==> src/tbug_pkg.sv <==
// package with shared types and constants of the time based uuid generator
`timescale 1ns / 1ps
`default_nettype none
package tbug_pkg;

  // configuration register indexes
  localparam logic [1:0] REG_NODE_ADDRESS = 2'd0;
  localparam logic [1:0] REG_ADJUST_LIMIT = 2'd1;

  // result status codes
  localparam logic STATUS_OK    = 1'b0;
  localparam logic STATUS_RETRY = 1'b1;

  // generator reload values
  localparam logic [13:0] MULT_BASE = 14'd971;
  localparam logic [16:0] ADDA_BASE = 17'd11113;
  localparam logic [17:0] ADDB_BASE = 18'd104322;
  localparam logic [31:0] SEED_BASE = 32'd4181;

  // generator step constants
  localparam logic [14:0] MULT_STEP  = 15'd7;
  localparam logic [14:0] MULT_LIMIT = 15'd9973;
  localparam logic [14:0] MULT_WRAP  = 15'd9871;
  localparam logic [17:0] ADDA_STEP  = 18'd1907;
  localparam logic [17:0] ADDA_LIMIT = 18'd99991;
  localparam logic [17:0] ADDA_WRAP  = 18'd89989;
  localparam logic [18:0] ADDB_STEP  = 19'd73939;
  localparam logic [18:0] ADDB_LIMIT = 19'd224729;
  localparam logic [18:0] ADDB_WRAP  = 19'd96233;

  localparam logic [13:0] SEQ_MASK     = 14'h3fff;
  localparam logic [1:0]  VARIANT_BITS = 2'b10;
  localparam logic [3:0]  VERSION_ONE  = 4'h1;
  localparam logic [3:0]  MAX_ADJ_RESET = 4'd9;

  typedef struct packed {
    logic [13:0] mult;
    logic [16:0] add_a;
    logic [17:0] add_b;
    logic [31:0] value;
  } rng_state_t;

  typedef struct packed {
    logic        status;
    logic [63:0] uuid_high;
    logic [63:0] uuid_low;
  } result_t;

  typedef struct packed {
    logic       initialized;
    logic [3:0] tick_adjust;
  } core_status_t;

endpackage
`default_nettype wire

==> src/tbug_rng.sv <==
// three-adder pseudo random generator step with optional reseed
`timescale 1ns / 1ps
`default_nettype none
module tbug_rng (
  input  wire logic                load,
  input  wire logic [15:0]         seed,
  input  wire tbug_pkg::rng_state_t state,
  output tbug_pkg::rng_state_t     state_next,
  output logic [15:0]              draw
);
  import tbug_pkg::*;

  rng_state_t  base;
  logic [14:0] mult_sum;
  logic [17:0] adda_sum;
  logic [18:0] addb_sum;
  logic [13:0] mult_new;
  logic [16:0] adda_new;
  logic [17:0] addb_new;
  logic [45:0] product;
  logic [31:0] value_new;

  always_comb begin
    if (load) begin
      base.mult  = MULT_BASE;
      base.add_a = ADDA_BASE;
      base.add_b = ADDB_BASE;
      base.value = SEED_BASE + {16'd0, seed};
    end else begin
      base = state;
    end

    mult_sum = {1'b0, base.mult} + MULT_STEP;
    mult_new = (mult_sum >= MULT_LIMIT) ? 14'(mult_sum - MULT_WRAP) : mult_sum[13:0];
    adda_sum = {1'b0, base.add_a} + ADDA_STEP;
    adda_new = (adda_sum >= ADDA_LIMIT) ? 17'(adda_sum - ADDA_WRAP) : adda_sum[16:0];
    addb_sum = {1'b0, base.add_b} + ADDB_STEP;
    addb_new = (addb_sum >= ADDB_LIMIT) ? 18'(addb_sum - ADDB_WRAP) : addb_sum[17:0];

    product   = base.value * mult_new;
    value_new = product[31:0] + {15'd0, adda_new} + {14'd0, addb_new};

    state_next.mult  = mult_new;
    state_next.add_a = adda_new;
    state_next.add_b = addb_new;
    state_next.value = value_new;
    draw = value_new[31:16] ^ {2'b00, value_new[13:0]};
  end

endmodule
`default_nettype wire

==> src/tbug_core.sv <==
// generator state, time compare and uuid packing for one request
`timescale 1ns / 1ps
`default_nettype none
module tbug_core (
  input  wire logic                   clk,
  input  wire logic                   rst,
  input  wire logic                   process,
  input  wire logic [63:0]            timestamp,
  input  wire logic [47:0]            node_address,
  input  wire logic [3:0]             adjust_limit,
  output tbug_pkg::result_t           result,
  output tbug_pkg::core_status_t      core_status
);
  import tbug_pkg::*;

  logic        initialized;
  logic [63:0] last_time;
  logic [3:0]  tick_adjust;
  logic [15:0] clock_sequence;
  rng_state_t  rng;

  logic        initialized_next;
  logic [63:0] last_time_next;
  logic [3:0]  tick_adjust_next;
  logic [15:0] clock_sequence_next;
  rng_state_t  rng_next;

  logic        init;
  logic [15:0] seed;
  rng_state_t  rng_step;
  logic [15:0] draw;
  logic        earlier, later, retry, bump_draw;
  logic [3:0]  eff_adj;
  logic [15:0] eff_seq, bump_src;
  logic [13:0] bumped;
  logic [63:0] adj_time;

  assign init = !initialized;
  assign seed = timestamp[15:0] ^ timestamp[31:16] ^ timestamp[47:32] ^ timestamp[63:48];

  tbug_rng u_rng (
    .load       (init),
    .seed       (seed),
    .state      (rng),
    .state_next (rng_step),
    .draw       (draw)
  );

  always_comb begin
    // first request compares as equal against its own time
    earlier = !init && (timestamp < last_time);
    later   = !init && (timestamp > last_time);
    eff_adj = init ? 4'd0 : tick_adjust;
    eff_seq = init ? draw : clock_sequence;
    retry   = !earlier && !later && (eff_adj >= adjust_limit);

    bump_draw = earlier && (clock_sequence == 16'd0);
    bump_src  = (eff_seq == 16'd0) ? draw : eff_seq;
    bumped    = (bump_src[13:0] + 14'd1) & SEQ_MASK;
    if (bumped == 14'd0) begin
      bumped = 14'd1;
    end

    // set-up of a retried first request is kept
    initialized_next    = 1'b1;
    last_time_next      = timestamp;
    tick_adjust_next    = eff_adj;
    clock_sequence_next = eff_seq;
    rng_next            = (init || bump_draw) ? rng_step : rng;
    if (!retry) begin
      if (earlier) begin
        clock_sequence_next = {2'b00, bumped};
        tick_adjust_next    = 4'd0;
      end else if (later) begin
        tick_adjust_next = 4'd0;
      end else begin
        tick_adjust_next = eff_adj + 4'd1;
      end
    end

    adj_time = timestamp + {60'd0, tick_adjust_next};
    if (retry) begin
      result.status    = STATUS_RETRY;
      result.uuid_high = 64'd0;
      result.uuid_low  = 64'd0;
    end else begin
      result.status    = STATUS_OK;
      result.uuid_high = {adj_time[31:0], adj_time[47:32], VERSION_ONE, adj_time[59:48]};
      result.uuid_low  = {VARIANT_BITS, clock_sequence_next[13:0], node_address};
    end
  end

  always_ff @(posedge clk) begin
    if (rst) begin
      initialized    <= 1'b0;
      last_time      <= 64'd0;
      tick_adjust    <= 4'd0;
      clock_sequence <= 16'd0;
      rng.mult       <= MULT_BASE;
      rng.add_a      <= ADDA_BASE;
      rng.add_b      <= ADDB_BASE;
      rng.value      <= SEED_BASE;
    end else if (process) begin
      initialized    <= initialized_next;
      last_time      <= last_time_next;
      tick_adjust    <= tick_adjust_next;
      clock_sequence <= clock_sequence_next;
      rng            <= rng_next;
    end
  end

  assign core_status.initialized = initialized;
  assign core_status.tick_adjust = tick_adjust;

endmodule
`default_nettype wire

==> src/time_based_uuid_generator.sv <==
// top level of the time based uuid generator: handshake, registers, config
// path: from the accepting edge to result valid through the input reg, then the result reg
// throughput: one transaction per cycle while out_stall is low, as the state update is combinational
//   (64-bit time compare and one 32x14 generator multiply-add in tbug_core)
// reset: synchronous, active high; clears the pipeline, the generator and
//   time state, node_address to 0 and adjust_limit to 9
`timescale 1ns / 1ps
`default_nettype none
module time_based_uuid_generator (
  input  wire logic        clk,
  input  wire logic        rst,
  input  wire logic        in_valid,
  output logic             in_stall,
  input  wire logic [63:0] timestamp,
  output logic             out_valid,
  input  wire logic        out_stall,
  output logic             status,
  output logic [63:0]      uuid_high,
  output logic [63:0]      uuid_low,
  input  wire logic        cfg_write_en,
  input  wire logic [1:0]  cfg_index,
  input  wire logic [47:0] cfg_data
);
  import tbug_pkg::*;

  // configuration registers
  logic [47:0] node_address;
  logic [3:0]  adjust_limit;

  // input register
  logic        s1_valid;
  logic [63:0] s1_time;

  // handshake control
  logic out_ready;   // result register free or emptied this cycle
  logic s1_ready;
  logic advance;     // s1 transaction is processed and moves to the result
  logic in_accept;

  result_t      core_result;
  core_status_t core_status;

  assign out_ready = !out_valid || !out_stall;
  assign advance   = s1_valid && out_ready;
  assign s1_ready  = !s1_valid || out_ready;
  assign in_stall  = !s1_ready;
  assign in_accept = in_valid && s1_ready;

  // config writes, indexes beyond the list are dropped
  always_ff @(posedge clk) begin
    if (rst) begin
      node_address <= 48'd0;
      adjust_limit <= MAX_ADJ_RESET;
    end else if (cfg_write_en) begin
      case (cfg_index)
        REG_NODE_ADDRESS: node_address <= cfg_data;
        REG_ADJUST_LIMIT: adjust_limit <= cfg_data[3:0];
        default: begin
        end
      endcase
    end
  end

  // input register
  always_ff @(posedge clk) begin
    if (rst) begin
      s1_valid <= 1'b0;
    end else if (in_accept) begin
      s1_valid <= 1'b1;
    end else if (advance) begin
      s1_valid <= 1'b0;
    end
  end

  always_ff @(posedge clk) begin
    if (in_accept) begin
      s1_time <= timestamp;
    end
  end

  // state update happens when the transaction leaves s1
  tbug_core u_core (
    .clk          (clk),
    .rst          (rst),
    .process      (advance),
    .timestamp    (s1_time),
    .node_address (node_address),
    .adjust_limit (adjust_limit),
    .result       (core_result),
    .core_status  (core_status)
  );

  // result register
  always_ff @(posedge clk) begin
    if (rst) begin
      out_valid <= 1'b0;
    end else if (advance) begin
      out_valid <= 1'b1;
    end else if (out_ready) begin
      out_valid <= 1'b0;
    end
  end

  always_ff @(posedge clk) begin
    if (advance) begin
      status    <= core_result.status;
      uuid_high <= core_result.uuid_high;
      uuid_low  <= core_result.uuid_low;
    end
  end

  // a retry carries no uuid
  a_retry_zero: assert property (@(posedge clk) disable iff (rst)
    (out_valid && status == STATUS_RETRY) |-> (uuid_high == 64'd0 && uuid_low == 64'd0))
    else $error("retry result carries uuid bits");

  // a good uuid has version 1 and variant bits set
  a_uuid_format: assert property (@(posedge clk) disable iff (rst)
    (out_valid && status == STATUS_OK) |->
      (uuid_high[15:12] == VERSION_ONE && uuid_low[63:62] == VARIANT_BITS))
    else $error("uuid version or variant wrong");

  // set-up only happens when a transaction is processed
  a_init_on_process: assert property (@(posedge clk) disable iff (rst)
    $rose(core_status.initialized) |-> $past(advance))
    else $error("generator initialized without a transaction");

  // a processed transaction always shows up as a result next cycle
  a_advance_result: assert property (@(posedge clk) disable iff (rst)
    advance |=> out_valid)
    else $error("processed transaction lost");

endmodule
`default_nettype wire

==> config.mk <==
export PLATFORM = sky130hd
export DESIGN_NAME = time_based_uuid_generator
export DESIGN_NICKNAME = d
export VERILOG_FILES = /design/src/tbug_pkg.sv /design/src/tbug_rng.sv /design/src/tbug_core.sv /design/src/time_based_uuid_generator.sv
export SDC_FILE = /design/constraint.sdc
export NUM_CORES = 2
export LEC_CHECK = 0
export ABC_AREA = 1
export BUFFER_PORTS_ARGS = -buffer_cell sky130_fd_sc_hd__buf_2
export CORE_MARGIN = 2
export CORE_UTILIZATION = 45
export CTS_BUF_LIST = sky130_fd_sc_hd__clkbuf_4 sky130_fd_sc_hd__clkbuf_8 sky130_fd_sc_hd__clkbuf_16
export DETAILED_ROUTE_END_ITERATION = 16
export GPL_TIMING_DRIVEN = 0
export PLACE_DENSITY = 0.71
export SETUP_SLACK_MARGIN = 0.2
export SLEW_MARGIN = 20
export SYNTH_ARGS = -nofsm -noshare
export SYNTH_HDL_FRONTEND = slang
export SYNTH_SLANG_ARGS = --single-unit
==> constraint.sdc <==
create_clock -name clk -period 19.4 [get_ports clk]
set_input_delay 0.97 -clock clk [delete_from_list [all_inputs] [get_ports clk]]
set_output_delay 0.97 -clock clk [all_outputs]
set_load 0.01 [all_outputs]
Word-level counts from Yosys, hierarchy flattened. Index checks and enable logic that the tools add are counted.

Bitwise operators: 4. Equal/unequal tests: 1. Reduce and logical (&&, ||, !) cells: 26. Div/mod/pow operators: 0. Add/sub/neg operators: 12. $lt $le $gt $ge: 6. Multiply operators: 1. Multiplexer cells: 18. Shift-type cells: 0.

Operator list (number): $mux 129 (1); $mux 81 (1); $gt 64x64->1 (1); $lt 64x64->1 (1); $add 60x4->60 (1); $mux 16 (3); $xor 16x16->16 (3); $mux 14 (3); $add 32x17->32 (1); $add 32x18->32 (1); $logic_not 16->1 (2); $mul 32x14->32 (1); $add 18x17->19 const B (1); $ge 19x18->1 const B (1); $add 17x11->18 const B (1); $ge 18x17->1 const B (1); $mux 18 (1); $sub 18x17->18 const B (1); $add 13x16->17 const A (1); $mux 17 (1); $sub 17x17->17 const B (1); $mux 4 (4); $xor 16x14->16 (1); $add 14x3->15 const B (1); other kinds (14) (34).

ROM bits: 0. Memories kept: 0. Bits in registers: 413. Word-level logic and storage cells: 86. Bits in latches: 0. Input bits: 119. RAM bits: 0.

Logic depth before layout (Yosys ltp).
Depth after elaboration: 21. Depth in mapped cells: 72.

By module. Synthesis repeated with hierarchy kept, for this count alone.

Cells, all modules: 4566. Area total of the unflattened synthesis: 35360.2 µm².

Modules (own cells, without submodules): tbug_rng (seq. area each 0.0 µm², cells an instance 2275, area an instance 15828.9 µm², times used 1); tbug_core (seq. area each 3323.2 µm², cells an instance 1747, area an instance 11365.9 µm², times used 1); time_based_uuid_generator (seq. area each 6876.6 µm², cells an instance 544, area an instance 8165.3 µm², times used 1).

Worst setup path before layout. OpenSTA, ideal clock, no wires.

Path type: reg-to-reg. Start point: register u_core.initialized. End point: register uuid_low[61], data pin. Arrival: 11211 ps. Cell stages (with the launch flop): 66. Path slack: 7923 ps. Library setup time: 266 ps. Path buffers: 8. Required time: 19134 ps. Path through: dfxtp_1 buf_6 buf_6 buf_2 buf_1 clkbuf_1 buf_1 clkbuf_1 buf_1 nand2_1 ha_1 nor3_1 inv_1 nand3_1 o21ai_0 inv_1 nor3_1 inv_1 (+30 left out) nand2_1 nand3_1 o21ai_0 inv_1 nor2_1 nand2_1 nor2_1 nand3_1 nor2_1 nand4_1 nand2_1 nand2_2 nor3_4 nand2_1 nand2_1 nand3_1 nand2_1 nor2_1.

Cells in the longest elaborated chain, start to end: 16.

RTL lines: start: declaration (RTL line tbug_core.sv:16) `logic initialized;`; start signal: assignment (RTL line tbug_core.sv:104) `initialized <= initialized_next;`; $mux 81 (RTL line tbug_rng.sv:24) `if (load) begin`; $add 14x3->15 (RTL line tbug_rng.sv:33) `mult_sum = {1'b0, base.mult} + MULT_STEP;`; $sub 14x14->14 or $ge 15x14->1 (tied branches) (RTL line tbug_rng.sv:34) `mult_new = (mult_sum >= MULT_LIMIT) ? 14'(mult_sum - MULT_WRAP) : mult_sum[13:0];`; $mux 14 (RTL line tbug_rng.sv:34); $mul 32x14->32 (RTL line tbug_rng.sv:40) `product = base.value * mult_new;`; $add 32x17->32 (RTL line tbug_rng.sv:41) `value_new = product[31:0] + {15'd0, adda_new} + {14'd0, addb_new};`; $add 32x18->32 (RTL line tbug_rng.sv:41); $xor 16x14->16 (RTL line tbug_rng.sv:47) `draw = value_new[31:16] ^ {2'b00, value_new[13:0]};`; $mux 16 (RTL line tbug_core.sv:54) `eff_seq = init ? draw : clock_sequence;`; $logic_not 16->1 (RTL line tbug_core.sv:58) `bump_src = (eff_seq == 16'd0) ? draw : eff_seq;`; $mux 14 (RTL line tbug_core.sv:58); $add 14x1->14 (RTL line tbug_core.sv:59) `bumped = (bump_src[13:0] + 14'd1) & SEQ_MASK;`; $logic_not 14->1 (RTL line tbug_core.sv:60) `if (bumped == 14'd0) begin`; $mux 14 (RTL line tbug_core.sv:60); $mux 16 (RTL line tbug_core.sv:71) `if (earlier) begin`; $mux 16 (RTL line tbug_core.sv:70) `if (!retry) begin`; end signal: assignment (RTL line time_based_uuid_generator.sv:108) `uuid_low <= core_result.uuid_low;`; end: declaration (RTL line time_based_uuid_generator.sv:19) `output logic [63:0] uuid_low,`.

Parallel ways exist; a longest one is shown, timed or not. A chain may end at the register's enable or synchronous reset.

Final worst setup path.
Start point: register u_core.initialized. End point: register uuid_low[51], data pin.

Same word-level chain as after synthesis.

==> results by group <==
Synthesis
  – Main synth FF type: dfxtp_1
  – Post-synth ARST share: 0%
  – Yosys warnings: 0
  – Synth Area in Adders: 24.7%
  – Top cells by instance count after synthesis: inv_1, nand2_1, nor2_1
  – Synth Register Bits: 408
  – Count leader, synth: inv_1
  – Cells after Synth: approximately 4,300
  – Main combinational cell family by area after synthesis: adder cells
  – Post-synth top area cell: fa_1
  – Yosys top cell area share: 18.1%
  – Synth Area in XOR/XNOR: 3.94%
  – Compound-gate portion of the synthesized area: 10.5%
  – Yosys cell types: 65
  – Post-synthesis mux area share: 0%
  – Syn Area/Cell: 7.89 um^2
  – Synth Area in Simple Gates: 19.7%
  – Syn Std Cell Area: between 0.03 and 0.04 mm^2
  – Share of the yosys chip area belonging to registers: between 20 and 30%
  – Post-synth EDFFs: 188
  – Synth area leaders: fa_1, edfxtp_1, dfxtp_1

Worst setup path
  – CP startpoint kind: flop
  – Worst-path fanout max: 10
  – CP endpoint kind: flop
  – Critical Path AT: between 15 and 20 ns
  – Crit path depth: 55
  – Crit path kind: flop to flop
  – CP max-delay cell: buf_1
  – Cell family with most CP delay: simple AND/OR/NAND/NOR gates
  – Worst EP required: 19.80 ns
  – Worst-case reg-to-reg path depth: 55
  – Worst path max stage delay: about 0.75 ns
  – Worst path bufs/invs: 13

Detailed routing
  – First-iteration detailed-routing DRC count: 2,610
  – Vias: ~30,000
  – Final ANT Viol Nets: 0
  – 1st-pass router iterations: 6
  – Avg Vias per Cell: around 5.3
  – WL/cell: 19.5 um
  – # DRC: 0
  – Post-Route WL: 109,000 um

Floorplan
  – Row count: 100
  – Initial Utilization: 45.4%
  – Die W: 278 um
  – Die Y: 278 um
  – # IOs: 250
  – Core box area: approximately 0.074 mm^2
  – Full die area: 0.0774 mm^2

GRT
  – Met3 Resource Use GR: 3.74%
  – Grt ovf: 0
  – Number of global-route vias before repair: ~30,000
  – Total global-route track usage: 28.0%
  – Met2 Usage GRT: 46.9%
  – Met1 GRT Util: 36.4%
  – First-pass GRT wire length: 167,000 um
  – Largest net degree at the start of global routing: 58
  – Antenna violations before repair: 3
  – GRT Max-Usage Layer: met2

Clock network
  – H-tree level count: 2
  – Clock-pin slew on the worst setup and hold paths: ~0.060 ns
  – Root buffer cell: clkbuf_16
  – Total CTS buffers: 44
  – CTS tree: done
  – Clock Sinks: 408
  – Post-CTS setup buffer count: 0
  – CTS-repair resized insts: 0
  – CTS Hold Bufs: 0
  – Worst-Skew Late Latency: slightly above 0.6 ns
  – Clock Tree Buf Depth: 3

STA
  – Setup violators final: 0
  – Tcrit/Tclk final: 83.2%
  – Max_slew headroom: 16.8%
  – Hold WS: 0.451 ns
  – RSZ-0062 raised after global routing: no
  – Worst clock skew: between 0.05 and 0.06 ns
  – Number of hold violations in the final report: 0
  – Worst-Margin Slew: 1.24 ns
  – Final min period: 16.14 ns
  – Max Fclk: between 60 and 70 MHz
  – Slew Limit Fails: 0
  – Fin Setup TNS: 0 ns

Final layout
  – Synth-to-Final Area Change: 12.2%
  – Layout cells sized above 1: 8.96%
  – Layout fillers: 7,153
  – Final nets: 5,187

Place
  – Placer congestion estimate: approximately 0.98
  – Dpl hpwl: 88,000 um
  – Port Buffer Count: 244

Run
  – MaxCap Viol Count: 0

Min path
  – Worst Hold Class: flop to flop
  – Cell count of the worst hold path: 2

Run status
  – Outcome: finished, final reports clean
==> cells in the final DEF (no fill, tap or decap), drive strengths merged, types with 2 or more instances in the layout <==
master,Yosys,routed
clkbuf,111,164
nor3,60,60
bufinv,0,5
a21o,4,4
or2,14,14
nor3b,9,9
edfxtp,188,188
o22ai,2,2
dfxtp,220,220
o21a,8,8
inv,871,871
nor4,29,29
and3,6,6
ha,177,177
nor2,465,465
o211ai,17,17
o31ai,4,4
a21oi,323,323
conb,1,4
o221a,2,2
and2,3,3
nand2,743,743
nand3,154,154
a31oi,8,8
nor4b,2,2
fa,306,306
o21ai,273,273
nand4,66,66
o21bai,4,4
buf,28,278
xor2,111,111
clkinv,7,28
clkinvlp,0,3
nand3b,5,5
xnor2,41,41
o221ai,4,4
a21boi,3,3
a211oi,8,8
==> per-stage QoR <==
stage,setup WS (ns),util (%),instances,instance area (um^2)
after floorplan,7.92,-,4289,33800
after global placement,3.51,48.7,5502,36300
after detailed placement,3.63,48.9,5508,36400
after CTS,3.57,51.0,5590,37900
after global routing,2.23,51.0,5591,38000
final,3.26,51.0,5591,38000
==> flip-flops by register name, summed over array words and instances (netlist names) <==
name and cells:
status 1, s1_valid 1, out_valid 1, u_core.tick_adjust 4, u_core.last_time 64, u_core.initialized 1
u_core.clock_sequence 16, uuid_high 60, s1_time 64, adjust_limit 4, node_address 48, u_core.rng 81
uuid_low 63
==> cell families (layout without fill, tap and decap cells) <==
logic type | after synthesis | after routing
AO/OA/AOI/OAI | 668 | 668
XOR/XNOR | 152 | 152
adder cells (fa/ha/maj) | 483 | 483
buffers and inverters | 1017 | 1349
flip-flops | 408 | 408
other | 1 | 5
AND/OR/NAND/NOR | 1557 | 1557
==> path summary, 6_finish.rpt <==
path                                    from                            end  slack (ns)
max          u_core.initialized$_SDFFE_PP0P_     uuid_low[51]$_SDFFCE_PP0P_        3.26
min            node_address[12]$_SDFFE_PP0P_  node_address[12]$_SDFFE_PP0P_        0.45
max reg2reg  u_core.initialized$_SDFFE_PP0P_     uuid_low[51]$_SDFFCE_PP0P_        3.26
min reg2reg    node_address[12]$_SDFFE_PP0P_  node_address[12]$_SDFFE_PP0P_        0.45
==> layout make-up <==
type / instances / area (um^2) / share of cell area (%)
antenna: 1 / 2.50 / 0.00659
buffer: 139 / 582 / 1.53
clock buffer: 53 / 1190 / 3.13
clock inverter: 29 / 350 / 0.923
inverter: 878 / 3300 / 8.70
multi-input combinational: 2864 / 19900 / 52.5
sequential: 408 / 10000 / 26.5
tap: 969 / 1210 / 3.19
timing repair buffer: 250 / 1340 / 3.53
==> worst register-to-register path: cells and delay by family (launching register included) <==
family	cells	cell delay, ns
flops	1	0.33
simple gates	23	4.82
xor+xnor	2	0.85
buf+inv	13	4.03
fa+ha+maj	8	3.72
compound gates	9	2.23
==> routing by layer <==
layer | part of all wire, % | up-vias
met4 | 4.9 | 2
li1 | - | 14100
met5 | 0.0083 | -
met3 | 6.9 | 280
met1 | 41 | 14300
met2 | 47 | 1197
Power is left out: the tool's default activity adds up to more than one toggle a clock period on the data nets, which glitch-free logic cannot reach.
